<file path="src/rtl/core/idct8_pkg.sv">
// ---------------------------------------------------------------------------
// idct8_pkg: shared types and constants of the 8x8 inverse DCT
// Field widths, Q16 factors, prescale table, command bundle.
// ---------------------------------------------------------------------------
package idct8_pkg;

	localparam int CoefW  = 12;
	localparam int StoreW = 16;
	localparam int RowW   = 24;
	localparam int DataW  = 32;
	localparam int AddrW  = 6;
	localparam int KW     = 18;
	localparam int PreW   = 17;

	localparam logic [KW-1:0] K_SQRT2  = 18'd92682;
	localparam logic [KW-1:0] K_2C2    = 18'd121095;
	localparam logic [KW-1:0] K_C2MC6  = 18'd70936;
	localparam logic [KW-1:0] K_C2PC6  = 18'd171254;

	localparam logic [12:0] SAT_MAX = 13'sd2047;

	typedef struct packed {
		logic             cm_we;
		logic             cm_wsel;    // 0: prescaled coef, 1: final sample
		logic [AddrW-1:0] cm_waddr;
		logic [AddrW-1:0] cm_raddr;
		logic             rm_we;
		logic [AddrW-1:0] rm_waddr;
		logic [AddrW-1:0] rm_raddr;
		logic             shift_en;
		logic             src_col;    // gather from row-pass store
		logic [2:0]       wr_k;
	} cmd_t;

	// truncating Q16 constant multiply: floor(x * k / 65536)
	function automatic logic signed [DataW-1:0] qmul(input logic signed [DataW-1:0] x,
			input logic [KW-1:0] k);
		logic signed [DataW+KW:0] p;
		p = x * $signed({1'b0, k});
		return p[DataW+15:16];
	endfunction

	function automatic logic [PreW-1:0] prescale(input logic [AddrW-1:0] i);
		logic [PreW-1:0] r;
		case (i)
			6'd0: r = 17'd65536;  6'd1: r = 17'd90901;  6'd2: r = 17'd85626;
			6'd3: r = 17'd77062;  6'd4: r = 17'd65536;  6'd5: r = 17'd51491;
			6'd6: r = 17'd35467;  6'd7: r = 17'd18081;
			6'd8: r = 17'd90901;  6'd9: r = 17'd126083; 6'd10: r = 17'd118767;
			6'd11: r = 17'd106888; 6'd12: r = 17'd90901; 6'd13: r = 17'd71420;
			6'd14: r = 17'd49195; 6'd15: r = 17'd25079;
			6'd16: r = 17'd85626; 6'd17: r = 17'd118767; 6'd18: r = 17'd111876;
			6'd19: r = 17'd100686; 6'd20: r = 17'd85626; 6'd21: r = 17'd67276;
			6'd22: r = 17'd46340; 6'd23: r = 17'd23624;
			6'd24: r = 17'd77062; 6'd25: r = 17'd106888; 6'd26: r = 17'd100686;
			6'd27: r = 17'd90615; 6'd28: r = 17'd77062; 6'd29: r = 17'd60547;
			6'd30: r = 17'd41705; 6'd31: r = 17'd21261;
			6'd32: r = 17'd65536; 6'd33: r = 17'd90901; 6'd34: r = 17'd85626;
			6'd35: r = 17'd77062; 6'd36: r = 17'd65536; 6'd37: r = 17'd51491;
			6'd38: r = 17'd35467; 6'd39: r = 17'd18081;
			6'd40: r = 17'd51491; 6'd41: r = 17'd71420; 6'd42: r = 17'd67276;
			6'd43: r = 17'd60547; 6'd44: r = 17'd51491; 6'd45: r = 17'd40456;
			6'd46: r = 17'd27866; 6'd47: r = 17'd14206;
			6'd48: r = 17'd35467; 6'd49: r = 17'd49195; 6'd50: r = 17'd46340;
			6'd51: r = 17'd41705; 6'd52: r = 17'd35467; 6'd53: r = 17'd27866;
			6'd54: r = 17'd19195; 6'd55: r = 17'd9785;
			6'd56: r = 17'd18081; 6'd57: r = 17'd25079; 6'd58: r = 17'd23624;
			6'd59: r = 17'd21261; 6'd60: r = 17'd18081; 6'd61: r = 17'd14206;
			6'd62: r = 17'd9785;  6'd63: r = 17'd4988;
			default: r = 17'd0;
		endcase
		return r;
	endfunction

endpackage

</file>
<file path="src/rtl/core/idct8_ctrl.sv">
// ---------------------------------------------------------------------------
// idct8_ctrl: sequencer of the 8x8 inverse DCT
// Load, gather, pipeline wait, write-back and raster readout.
// ---------------------------------------------------------------------------
module idct8_ctrl (
	input  logic             clk,
	input  logic             arst_n,
	input  logic             start,
	output logic             busy,
	output logic             valid,
	output logic             last_sample,
	output idct8_pkg::cmd_t  cmd
);

	localparam logic [2:0] S_LOAD  = 3'd0;
	localparam logic [2:0] S_READ  = 3'd1;
	localparam logic [2:0] S_PIPE  = 3'd2;
	localparam logic [2:0] S_WRITE = 3'd3;
	localparam logic [2:0] S_OUT   = 3'd4;

	logic [2:0] state_q;
	logic [6:0] cnt_q;
	logic [2:0] vec_q;
	logic       pass_q;
	logic [5:0] load_count_q;

	assign busy        = (state_q != S_LOAD);
	assign valid       = (state_q == S_OUT) && (cnt_q != 7'd0);
	assign last_sample = (state_q == S_OUT) && (cnt_q == 7'd64);

	always_comb begin
		cmd          = '0;
		cmd.src_col  = pass_q;
		cmd.wr_k     = cnt_q[2:0];
		cmd.rm_raddr = {cnt_q[2:0], vec_q};
		cmd.cm_raddr = {vec_q, cnt_q[2:0]};
		cmd.cm_waddr = load_count_q;
		case (state_q)
			S_LOAD: begin
				cmd.cm_we = start;
			end
			S_READ: begin
				cmd.shift_en = (cnt_q != 7'd0);
			end
			S_WRITE: begin
				cmd.rm_we    = !pass_q;
				cmd.rm_waddr = {vec_q, cnt_q[2:0]};
				cmd.cm_we    = pass_q;
				cmd.cm_wsel  = 1'b1;
				cmd.cm_waddr = {cnt_q[2:0], vec_q};
			end
			S_OUT: begin
				cmd.cm_raddr = cnt_q[5:0];
			end
			default: begin
			end
		endcase
	end

	always_ff @(posedge clk or negedge arst_n) begin
		if (!arst_n) begin
			state_q      <= S_LOAD;
			cnt_q        <= '0;
			vec_q        <= '0;
			pass_q       <= 1'b0;
			load_count_q <= '0;
		end else begin
			case (state_q)
				S_LOAD: begin
					if (start) begin
						load_count_q <= load_count_q + 6'd1;
						if (load_count_q == 6'd63) begin
							state_q <= S_READ;
							cnt_q   <= '0;
							vec_q   <= '0;
							pass_q  <= 1'b0;
						end
					end
				end
				S_READ: begin
					if (cnt_q == 7'd8) begin
						state_q <= S_PIPE;
						cnt_q   <= '0;
					end else begin
						cnt_q <= cnt_q + 7'd1;
					end
				end
				S_PIPE: begin
					if (cnt_q == 7'd2) begin
						state_q <= S_WRITE;
						cnt_q   <= '0;
					end else begin
						cnt_q <= cnt_q + 7'd1;
					end
				end
				S_WRITE: begin
					if (cnt_q == 7'd7) begin
						cnt_q <= '0;
						vec_q <= vec_q + 3'd1;
						if (vec_q == 3'd7) begin
							if (pass_q) begin
								state_q <= S_OUT;
							end else begin
								pass_q  <= 1'b1;
								state_q <= S_READ;
							end
						end else begin
							state_q <= S_READ;
						end
					end else begin
						cnt_q <= cnt_q + 7'd1;
					end
				end
				S_OUT: begin
					if (cnt_q == 7'd64) begin
						state_q <= S_LOAD;
						cnt_q   <= '0;
						pass_q  <= 1'b0;
					end else begin
						cnt_q <= cnt_q + 7'd1;
					end
				end
				default: begin
					state_q <= S_LOAD;
				end
			endcase
		end
	end

endmodule

</file>
<file path="config.mk">
export PLATFORM = sky130hd
export DESIGN_NAME = idct8_ctrl
export DESIGN_NICKNAME = d
export VERILOG_FILES = /design/src/rtl/core/idct8_pkg.sv /design/src/rtl/core/idct8_ctrl.sv
export SDC_FILE = /design/constraint.sdc
export NUM_CORES = 1
export LEC_CHECK = 0
export BUFFER_PORTS_ARGS = -buffer_cell sky130_fd_sc_hd__buf_2
export CORE_UTILIZATION = 55
export CTS_BUF_LIST = sky130_fd_sc_hd__clkbuf_4 sky130_fd_sc_hd__clkbuf_8
export DETAILED_ROUTE_END_ITERATION = 6
export GPL_ROUTABILITY_DRIVEN = 0
export PLACE_DENSITY = 0.89
export SLEW_MARGIN = 20
export SYNTH_ARGS = -nofsm -noshare
export SYNTH_HDL_FRONTEND = slang
export SYNTH_SLANG_ARGS = --single-unit
</file>
<file path="constraint.sdc">
create_clock -name clk -period 3.6 [get_ports clk]
set_clock_uncertainty 0.15 [all_clocks]
set_input_delay 0.36 -clock clk [delete_from_list [all_inputs] [get_ports clk]]
set_output_delay 0.36 -clock clk [all_outputs]
set_load 0.1 [all_outputs]
</file>
# --- After elaboration in Yosys (flattened, before gate mapping) ---
# Index checks and enable logic that the tools add are counted.
word_totals:
  output_inout_bits: 35
  word_cells: 70
  input_bits: 3
  reg_bits: 20
classes:
  muxes: 31
  add_sub_neg: 3
  eq_ne: 17
  n_reduce_logical: 14
op_table:
  columns: ["operator", "count"]
  rows:
  - ["$mux W7", 8]
  - ["$pmux W7 S5", 1]
  - ["$mux W3", 11]
  - ["$pmux W3 S5", 1]
  - ["$ne A2 B2 Y1 const B", 6]
  - ["$reduce_and A6 Y1", 2]
  - ["$add A7 B1 Y7 const B", 1]
  - ["$eq A7 B2 Y1 const B", 1]
  - ["$eq A7 B3 Y1 const B", 1]
  - ["$eq A7 B4 Y1 const B", 1]
  - ["$eq A7 B7 Y1 const B", 1]
  - ["$reduce_bool A7 Y1", 1]
  - ["$add A6 B1 Y6 const B", 1]
  - ["$eq A3 B2 Y1 const B", 2]
  - ["$eq A3 B3 Y1 const B", 2]
  - ["$eq A6 B6 Y1 const B", 1]
  - ["$mux W1", 6]
  - ["$mux W6", 1]
  - ["$pmux W3 S2", 1]
  - ["$reduce_bool A3 Y1", 2]
  - ["$reduce_bool A5 Y1", 1]
  - ["$reduce_and A4 Y1", 1]
  - ["$add A3 B1 Y3 const B", 1]
  - ["$eq A3 B1 Y1 const B", 1]
  - ["other kinds (9)", 10]

# --- Longest topological paths before layout ---
# Gate-level depths: netlist of the first run.
logic_depth:
  depth_word: 4
  mapped_depth: 6
  depth_no_buf: 6

# --- Least setup slack after synthesis of the first run ---
# No wires, ideal clock.
synth_path:
  path_type: "register to output"
  start: "reg cnt_q[0]"
  end: "out last_sample"
  stages_incl_launch_ff: 5
  arrival_time_ns: 4.223
  n_path_buf: 0
  t_required_ns: 3.090
  path_slack_ns: -1.133
  path_cell_list: "dfrtp_1 inv_1 ha_1 nor4b_4 nor4b_1"
synth_between:
  elab_chain_len: 2
synth_lines:
  columns: ["element", "line", "text"]
  rows:
  - ["start: declaration", "idct8_ctrl.sv:22", "logic [6:0] cnt_q;"]
  - ["start signal: assignment", "idct8_ctrl.sv:85", "cnt_q <= cnt_q + 7'd1;"]
  - ["start signal: assignment", "idct8_ctrl.sv:93", "cnt_q <= cnt_q + 7'd1;"]
  - ["start signal: assignment", "idct8_ctrl.sv:111", "cnt_q <= cnt_q + 7'd1;"]
  - ["$eq A7 B7 Y1", "idct8_ctrl.sv:29", "assign last_sample = (state_q == S_OUT) && (cnt_q == 7'd64);"]
  - ["$logic_and A1 B1 Y1", "idct8_ctrl.sv:29", null]
  - ["end: declaration", "idct8_ctrl.sv:11", "output logic last_sample,"]
# Every way passes these cells.

==> run_results.csv, run 1 <==
group,metric,value,unit
outcome,status,"complete, no violations",
clocking,clock_sinks,20,
worst_setup_path,cp_max_fo,17,
layout,nFillCells,215,
hold_path,hold_start,"start",
place,dpl_cell_area,1760,µm²
worst_setup_path,crit_family,"flip-flops",
die,die_x,56.5,µm
clocking,clock-root-buffer,"clkbuf_4",
yosys,synth.area.top_cells,"dfrtp_1, buf_4, mux2_2",
clocking,clock_latency,0.31,ns
worst_setup_path,path_buf_inv,2,
yosys,synth_warnings,0,
drt,ant_nets,0,
sta,hold_viol,0,
die,core_area,2780,µm²
global_routing,grt_max_degree,21,
drt,avgRoutedWirePerCell,16.2,µm
global_routing,gr-usage-all-layers,25.3,%
die,die_y,56.5,µm
sta,final-setup-viol-count,0,
sta,period_share,84.7,%
clocking,cts.clk_slew.worst_paths,0.12,ns
worst_setup_path,worstPathCellList,"nand2_1, nor2_1, buf_4, mux2_2, buf_2",
yosys,syn_nets,187,
drt,drt_iter0_markers,89,
place,place_inst,227,
die,start_util,58.7,%
place,hpwlAfterDp,2.77,mm
layout,area_delta_synth_final,11.6,%
worst_setup_path,crit_required,3.09,ns
sta,fin_ws,0.550,ns
drt,postRouteWirelength,3.75,mm
flow_run,drv_cap,0,
drt,dr.pass1.iters,4,
yosys,netlist_area,1630,µm²
global_routing,grt_pass1_vias,1306,
yosys,synth_edf_count,0,
place,post-place-ws,0.906,ns
yosys,synth_cells,178,
sta,worst_pin_slew,0.566,ns
clocking,cts_hold_buf,1,
place,port_buffers,37,
global_routing,antenna_found_initial,0,
clocking,cts_tree,"built",
yosys,async_reset_ff_share,100,%
sta,max_freq,0.328,GHz
drt,drc_errors,0,
layout,layout-drive-gt1-share,32.8,%
worst_setup_path,startpoint,"state_q[0]$_DFFE_PN0P_",
yosys,dominantRegCellSynth,"dfrtp_1",
clocking,clockBufferDepth,2,
yosys,syn_area_per_cell,9.18,µm²
sta,relSlewSlack,62.3,%
worst_setup_path,cp-end-kind,"output pin",
clocking,cts-htree-levels,1,
sta,slew_violations,0,
drt,vias,1456,
clocking,cts_buffers,3,
clocking,cts_setup_buffers,0,
sta,fin_crit,3.05,ns
global_routing,gr-total-overflow,0,
die,ios,38,
die,die_area,3190,µm²
worst_setup_path,timing.rr.start,"cnt_q[0]$_DFFE_PN0P_",
worst_setup_path,worstSetupStartpointType,"register",
yosys,yosysTopAreaCellShare,30.6,%
die,rows,19,
worst_setup_path,crit_slowest_cell,"dfrtp_1",
drt,viasPerCell,6.28,
global_routing,grt_pass1_wl,6.29,mm
worst_setup_path,cpPeakStageDelay,0.72,ns
sta,holdWs,0.323,ns
yosys,ys_seq_area_share,30.6,%
yosys,yosys.area.top_type,"dfrtp_1",
layout,diodes,0,
layout,postLayoutCellArea,1820,µm²
hold_path,hp-class,"in2reg",
layout,final_cells,232,
sta,rsz0062_at_grt,"false",
layout,nets,211,
yosys,synth-seq-cells,20,
worst_setup_path,arrival,2.54,ns
clocking,cts-resized-gates,0,
yosys,synth_cell_type_count,51,
worst_setup_path,path_class,"reg2out",
[final timing paths]
kind | endpoint | slack (ns) | cells past startpoint
max in group asynchronous | state_q[1]$_DFFE_PN0P_ | 2.62 | 2
min in group asynchronous | cnt_q[3]$_DFFE_PN0P_ | 0.36 | 2
setup / recovery | cmd[29] | 0.55 | 5
setup reg to reg | cnt_q[4]$_DFFE_PN0P_ | 1.28 | 6
hold reg to reg | load_count_q[5]$_DFFE_PN0P_ | 0.37 | 1
hold / removal | load_count_q[0]$_DFFE_PN0P_ | 0.32 | 3
[registers in the layout, summed over array words and instances, names as in the netlist]
register and count:
load_count_q 6, vec_q 3, cnt_q 7, pass_q 1, state_q 3
[stage by stage]
stage	util (%)	setup TNS, ns
finish	65.5	0
global route	65.5	0
CTS	65.5	0
detailed placement	63.3	0
global placement	63.3	0
floorplan	-	-0.0549
[Yosys cell counts, drive strengths merged (4+ instances only)]
master and n:
and3 5, o211ai 4, nand4 8, nor2 13, nor3 9, mux2 8, ha 6, o21ai 6
dfrtp 20, buf 17, a21oi 5, inv 11, nand3 5, clkbuf 4, nand2 13
[worst min-delay path: cells and delay by family]
family,cells,cell delay (ns)
XOR/XNOR,1,0.13
buffers and inverters,1,0.11
AND/OR/NAND/NOR,1,0.15
[placed cells by master, fill, tap and decap left out, types with 2 or more instances in the layout]
master	n
a21oi_1	5
a221oi_1	2
a311oi_1	2
a31o_2	2
a31oi_1	2
and2_1	2
and3_1	5
buf_2	37
buf_4	2
clkbuf_4	3
dfrtp_1	20
ha_1	6
inv_1	11
mux2_2	7
mux2i_1	3
nand2_1	13
nand3_1	5
nand4_1	8
nor2_1	13
nor3_1	6
nor3_2	2
nor4b_4	2
o211ai_1	4
o21ai_0	6
o221ai_1	3
xnor2_1	3
xor2_1	2
[cells by family after synthesis]
kind of cell             after synthesis  share of synthesized area (%)
flip-flops                            20                           30.6
AO/OA/AOI/OAI                         40                           20.9
buffers and inverters                 32                           10.7
adder cells (fa/ha/maj)                6                           4.59
AND/OR/NAND/NOR                       64                           22.9
XOR/XNOR                               5                           2.68
multiplexers                          11                           7.58
[per-layer routing]
| metal | vias to the layer above | routed length (µm) | GRT usage (%) |
|---|---|---|---|
| met1 | 688 | 1720 | 36.3 |
| met3 | 9 | 216 | 2.76 |
| met5 | - | 0 | 0 |
| met2 | 57 | 1740 | 39.5 |
| li1 | 702 | - | - |
| met4 | 0 | 76 | 8.36 |
[layout make-up]
class	instances	area [µm²]	share of cell area, %
multi-input combinational	126	980	53.7
sequential	20	500	27.5
timing repair buffer	40	210	11.5
inverter	11	41.3	2.26
tap	31	38.8	2.13
clock inverter	1	30.0	1.65
clock buffer	3	22.5	1.24
Power of run 1 is left out: the tool's default activity adds up to more than one toggle a clock period on the data nets, which glitch-free logic cannot reach.
==> inputs of run 2 (changes only) <==
- ABC_AREA: not set -> 1
- CORE_UTILIZATION: 55 -> 50
- PLACE_DENSITY: 0.89 -> 0.86
- clock period: 3.6 -> 2.8 ns (I/O delays scaled with it)
==> run_results.csv, run 2 <==
group,metric,value,unit
global_routing,gr-usage-all-layers,23.6,%
clocking,cts_setup_buffers,0,
global_routing,grt_pass1_vias,1460,
outcome,status,"complete, no violations",
clocking,cts_tree,"built",
global_routing,grt_max_degree,23,
yosys,synth-seq-cells,20,
sta,max_freq,0.391,GHz
yosys,async_reset_ff_share,100,%
yosys,synth_edf_count,0,
die,start_util,52.3,%
worst_setup_path,worstSetupStartpointType,"register",
worst_setup_path,arrival,2.13,ns
hold_path,hold_start,"start",
yosys,ys_seq_area_share,31.3,%
drt,viasPerCell,5.00,
die,ios,38,
flow_run,drv_cap,0,
place,port_buffers,37,
clocking,clock_sinks,20,
clocking,cts-resized-gates,0,
clocking,clock_latency,0.32,ns
sta,holdWs,0.0959,ns
worst_setup_path,timing.rr.start,"cnt_q[0]$_DFFE_PN0P_",
layout,layout-drive-gt1-share,21.5,%
die,core_area,3050,µm²
clocking,cts_hold_buf,1,
layout,largest_reg_flops,7,
worst_setup_path,cp_max_fo,22,
hold_path,min_to,"load_count_q[2]$_DFFE_PN0P_",
sta,rsz0062_at_grt,"false",
worst_setup_path,cp_common_cell,"inv_2",
yosys,syn_area_per_cell,6.63,µm²
layout,final-seq-area,500,µm²
yosys,netlist_area,1600,µm²
drt,postRouteWirelength,3.64,mm
clocking,cts-htree-levels,1,
yosys,syn_nets,250,
sta,worst_pin_slew,0.507,ns
hold_path,hp-class,"in2reg",
drt,drc_errors,0,
sta,slew_violations,0,
layout,top_register,"cnt_q",
layout,postLayoutCellArea,1810,µm²
layout,final_util,59.2,%
yosys,dominantRegCellSynth,"dfrtp_1",
layout,top_regs,"cnt_q: 7 flops, load_count_q: 6 flops",
hold_path,min_delay_path_depth,3,
place,hpwlAfterDp,2.72,mm
clocking,clockBufferDepth,2,
drt,dr.pass1.iters,4,
yosys,synth_warnings,0,
worst_setup_path,crit_slowest_cell,"dfrtp_1",
die,die_y,58.5,µm
yosys,synth_cells,241,
global_routing,antenna_found_initial,0,
drt,vias,1571,
drt,ant_nets,0,
layout,diodes,0,
die,die_x,58.5,µm
worst_setup_path,worstPathCellList,"inv_2, nand2_2, nor2_4, inv_2, o21ai_0, buf_2",
layout,nFillCells,303,
yosys,synth.area.top_cells,"dfrtp_1, nand2_1, nor2_1",
worst_setup_path,cp-end-kind,"output pin",
clocking,cts.clk_slew.worst_paths,0.12,ns
sta,period_share,91.3,%
yosys,synth_commonest_cells,"nand2_1, nor2_1, nand3_1, inv_1, dfrtp_1",
sta,relSlewSlack,65.8,%
yosys,yosys.area.top_type,"dfrtp_1",
global_routing,gr-total-overflow,0,
sta,hold_viol,0,
drt,avgRoutedWirePerCell,11.6,µm
global_routing,grt_pass1_wl,6.16,mm
layout,multi_input_area,900,µm²
drt,drt_iter0_markers,58,
die,rows,20,
yosys,synth_cell_type_count,23,
clocking,clock-root-buffer,"clkbuf_4",
layout,nets,280,
worst_setup_path,crit_required,2.37,ns
layout,area_delta_synth_final,13.2,%
yosys,synth_most_common_cell,"nand2_1",
layout,final_common_cell,"nand2_1",
worst_setup_path,worstReg2RegEnd,"cnt_q[6]$_DFFE_PN0P_",
yosys,yosysTopAreaCellShare,31.3,%
worst_setup_path,reg2reg_slack,0.84,ns
layout,final_cell_mix,"nand2_1, buf_2, nor2_1",
sta,final-setup-viol-count,0,
die,die_area,3430,µm²
worst_setup_path,r2r_cells,9,
place,dpl_cell_area,1750,µm²
worst_setup_path,path_class,"reg2out",
sta,fin_crit,2.56,ns
clocking,cts_buffers,3,
worst_setup_path,cpPeakStageDelay,0.49,ns
## run 2: cell types whose count changed after synthesis, moves of 5 or more
cell	delta
nand2_1	+59
nor2_1	+20
nand3_1	+19
inv_1	+12
mux2_2	-7
nand4_1	-7
nor3_1	-7
o21ai_0	+6
and3_1	-5
inv_2	+5
nor2_4	+5
## run 2: worst max-delay path: cells and delay by family, from the launching register on
family | cells | cell delay, ns
buffers and inverters | 3 | 0.80
DFF | 1 | 0.49
and+or+nand+nor | 2 | 0.32
AOI/OAI and AO/OA | 1 | 0.20
## run 2: cells by family (layout without fill, tap and decap cells)
group | after synthesis | in the layout | share of synthesized area (%)
and+or+nand+nor | 144 | 144 | 39.9
buffers and inverters | 41 | 70 | 12.6
AOI/OAI and AO/OA | 22 | 22 | 6.89
DFF | 20 | 20 | 31.3
xor gates and xnor gates | 7 | 7 | 3.84
adders and majority gates | 6 | 6 | 4.70
muxes | 1 | 1 | 0.705
## run 2: metal layers
layer	up-vias	global-route usage [%]	wire length, µm
met5	-	0	0
met2	68	40.6	1740
met1	689	29.0	1580
met4	0	9.86	42
li1	809	-	-
met3	5	4.40	276
## run 2: how the worst max path moves through the flow
stage	startpoint	to	cells after the start
final	state_q[2]$_DFFE_PN0P_	cmd[29]	6
after floorplan	state_q[2]$_DFFE_PN0P_	cmd[27]	6
after detailed placement	state_q[2]$_DFFE_PN0P_	cmd[29]	6
after CTS	state_q[2]$_DFFE_PN0P_	cmd[29]	6
after global routing	state_q[2]$_DFFE_PN0P_	cmd[27]	6
after global placement	state_q[2]$_DFFE_PN0P_	cmd[29]	6
## run 2: area by class of cell
type,instances,area share [%]
flip-flops and latches,20,27.7
multi-input cells,180,49.8
clock inverters,1,1.66
inverters,28,5.81
well taps,44,3.04
repair buffers,38,10.8
clock buffers,3,1.25
## run 2: stage by stage
stage               TNS (ns)  worst slack [ns]  instances
floorplan              -1.80            -0.693        241
global placement           0             0.680        309
detailed placement         0             0.629        309
CTS                        0             0.259        314
global route               0            0.0980        314
finish                     0             0.243        314
Power of run 2 is left out for the same reason.
==> inputs of run 3 (changes only) <==
- REMOVE_ABC_BUFFERS: not set -> 1
==> run_results.csv, run 3 (synthesis results as in run 2) <==
group,metric,value,unit
worst_setup_path,crit_family,"buffers and inverters",
worst_setup_path,path_depth,6,
worst_setup_path,path_buf_inv,3,
layout,final_cells,314,
place,port_buffers,37,
drt,viasPerCell,5.17,
clocking,cts-resized-gates,0,
sta,fin_crit,2.56,ns
die,rows,20,
worst_setup_path,path_class,"reg2out",
global_routing,gr-usage-all-layers,24.0,%
layout,top_regs,"cnt_q: 7 flops, load_count_q: 6 flops",
sta,hold_viol,0,
drt,ant_nets,0,
worst_setup_path,r2r_cells,9,
drt,avgRoutedWirePerCell,11.7,µm
drt,drc_errors,0,
clocking,cts_buffers,3,
worst_setup_path,worstSetupStartpointType,"register",
sta,rsz0062_at_grt,"false",
global_routing,grt_pass1_wl,6.31,mm
clocking,cts_tree,"built",
layout,final_common_cell,"nand2_1",
sta,period_share,91.3,%
sta,relSlewSlack,65.2,%
flow_run,drv_cap,0,
sta,slew_violations,0,
clocking,cts.clk_slew.worst_paths,0.12,ns
clocking,clockBufferDepth,2,
sta,final-setup-viol-count,0,
global_routing,gr-total-overflow,0,
hold_path,hp-class,"in2reg",
worst_setup_path,cp_common_cell,"inv_2",
layout,area_delta_synth_final,12.9,%
global_routing,antenna_found_initial,0,
drt,dr_wl_met3,228,µm
sta,holdWs,0.113,ns
global_routing,grt_max_degree,23,
die,die_y,58.5,µm
drt,drt_iter0_markers,69,
layout,largest_reg_flops,7,
layout,diodes,0,
hold_path,min_delay_path_depth,3,
global_routing,grt_pass1_vias,1462,
drt,postRouteWirelength,3.67,mm
clocking,clock_latency,0.31,ns
die,die_x,58.5,µm
clocking,cts_setup_buffers,0,
die,core_area,3050,µm²
outcome,status,"complete, no violations",
worst_setup_path,cp_max_fo,22,
layout,layout-drive-gt1-share,21.1,%
drt,dr.pass1.iters,4,
worst_setup_path,worstPathCellList,"inv_2, nand2_2, nor2_4, inv_2, o21ai_0, buf_2",
drt,top_layer_used,"met4",
drt,drt-met1-wl,1.69,mm
layout,final_cell_mix,"nand2_1, buf_2, nor2_1",
worst_setup_path,arrival,2.13,ns
worst_setup_path,cpPeakStageDelay,0.49,ns
sta,max_freq,0.391,GHz
die,start_util,52.3,%
worst_setup_path,crit_required,2.37,ns
clocking,clock_sinks,20,
clocking,cts-htree-levels,1,
place,hpwlAfterDp,2.83,mm
layout,nets,280,
clocking,cts_hold_buf,1,
die,ios,38,
clocking,clock-root-buffer,"clkbuf_4",
place,place_inst,309,
layout,top_register,"cnt_q",
worst_setup_path,crit_slowest_cell,"dfrtp_1",
worst_setup_path,cp-end-kind,"output pin",
drt,route.met2.wl,1.72,mm
die,die_area,3430,µm²
drt,vias,1623,
sta,worst_pin_slew,0.516,ns
## run 3: cell counts in the layout (fill, tap and decap cells not counted)
Identical to the previous run, type by type.
## run 3: cell type report
class | count | area (µm²)
Clock buffer | 3 | 22.5
Timing Repair Buffer | 38 | 195
Inverter | 28 | 105
Fill cell | 311 | 1250
Tap cell | 44 | 55.1
Sequential cell | 20 | 500
Clock inverter | 1 | 30.0
Multi-Input combinational cell | 180 | 896
## run 3: path summary, 6_finish.rpt
path	slack, ns	from	to
hold / removal	0.11	start	load_count_q[2]$_DFFE_PN0P_
hold reg to reg	0.35	load_count_q[5]$_DFFE_PN0P_	load_count_q[5]$_DFFE_PN0P_
setup reg to reg	0.82	cnt_q[0]$_DFFE_PN0P_	cnt_q[6]$_DFFE_PN0P_
setup / recovery	0.24	state_q[2]$_DFFE_PN0P_	cmd[25]
min in group asynchronous	0.28	arst_n	cnt_q[5]$_DFFE_PN0P_
max in group asynchronous	1.89	arst_n	pass_q$_DFFE_PN0P_
## run 3: through the flow
stage | worst slack, ns | cell area, µm² | utilization, % | setup TNS [ns]
5_1_grt | 0.101 | 1800 | 59.1 | 0
3_5_place_dp | 0.597 | 1740 | 57.0 | 0
3_3_place_gp | 0.690 | 1740 | 57.0 | 0
6_report | 0.242 | 1800 | 59.1 | 0
2_1_floorplan | -2.43 | 1500 | - | -34.83
4_1_cts | 0.232 | 1800 | 59.1 | 0
## run 3: tightest hold or removal path: stages
cell     delay, ns
buf_2         0.12
nand3_1       0.09
xnor2_1       0.06
## run 3: layer usage
metal,up-vias,global-route usage [%]
li1,804,-
met4,0,6.46
met3,5,2.86
met5,-,0
met1,756,31.8
met2,58,41.7
Power of run 3 is left out for the same reason.
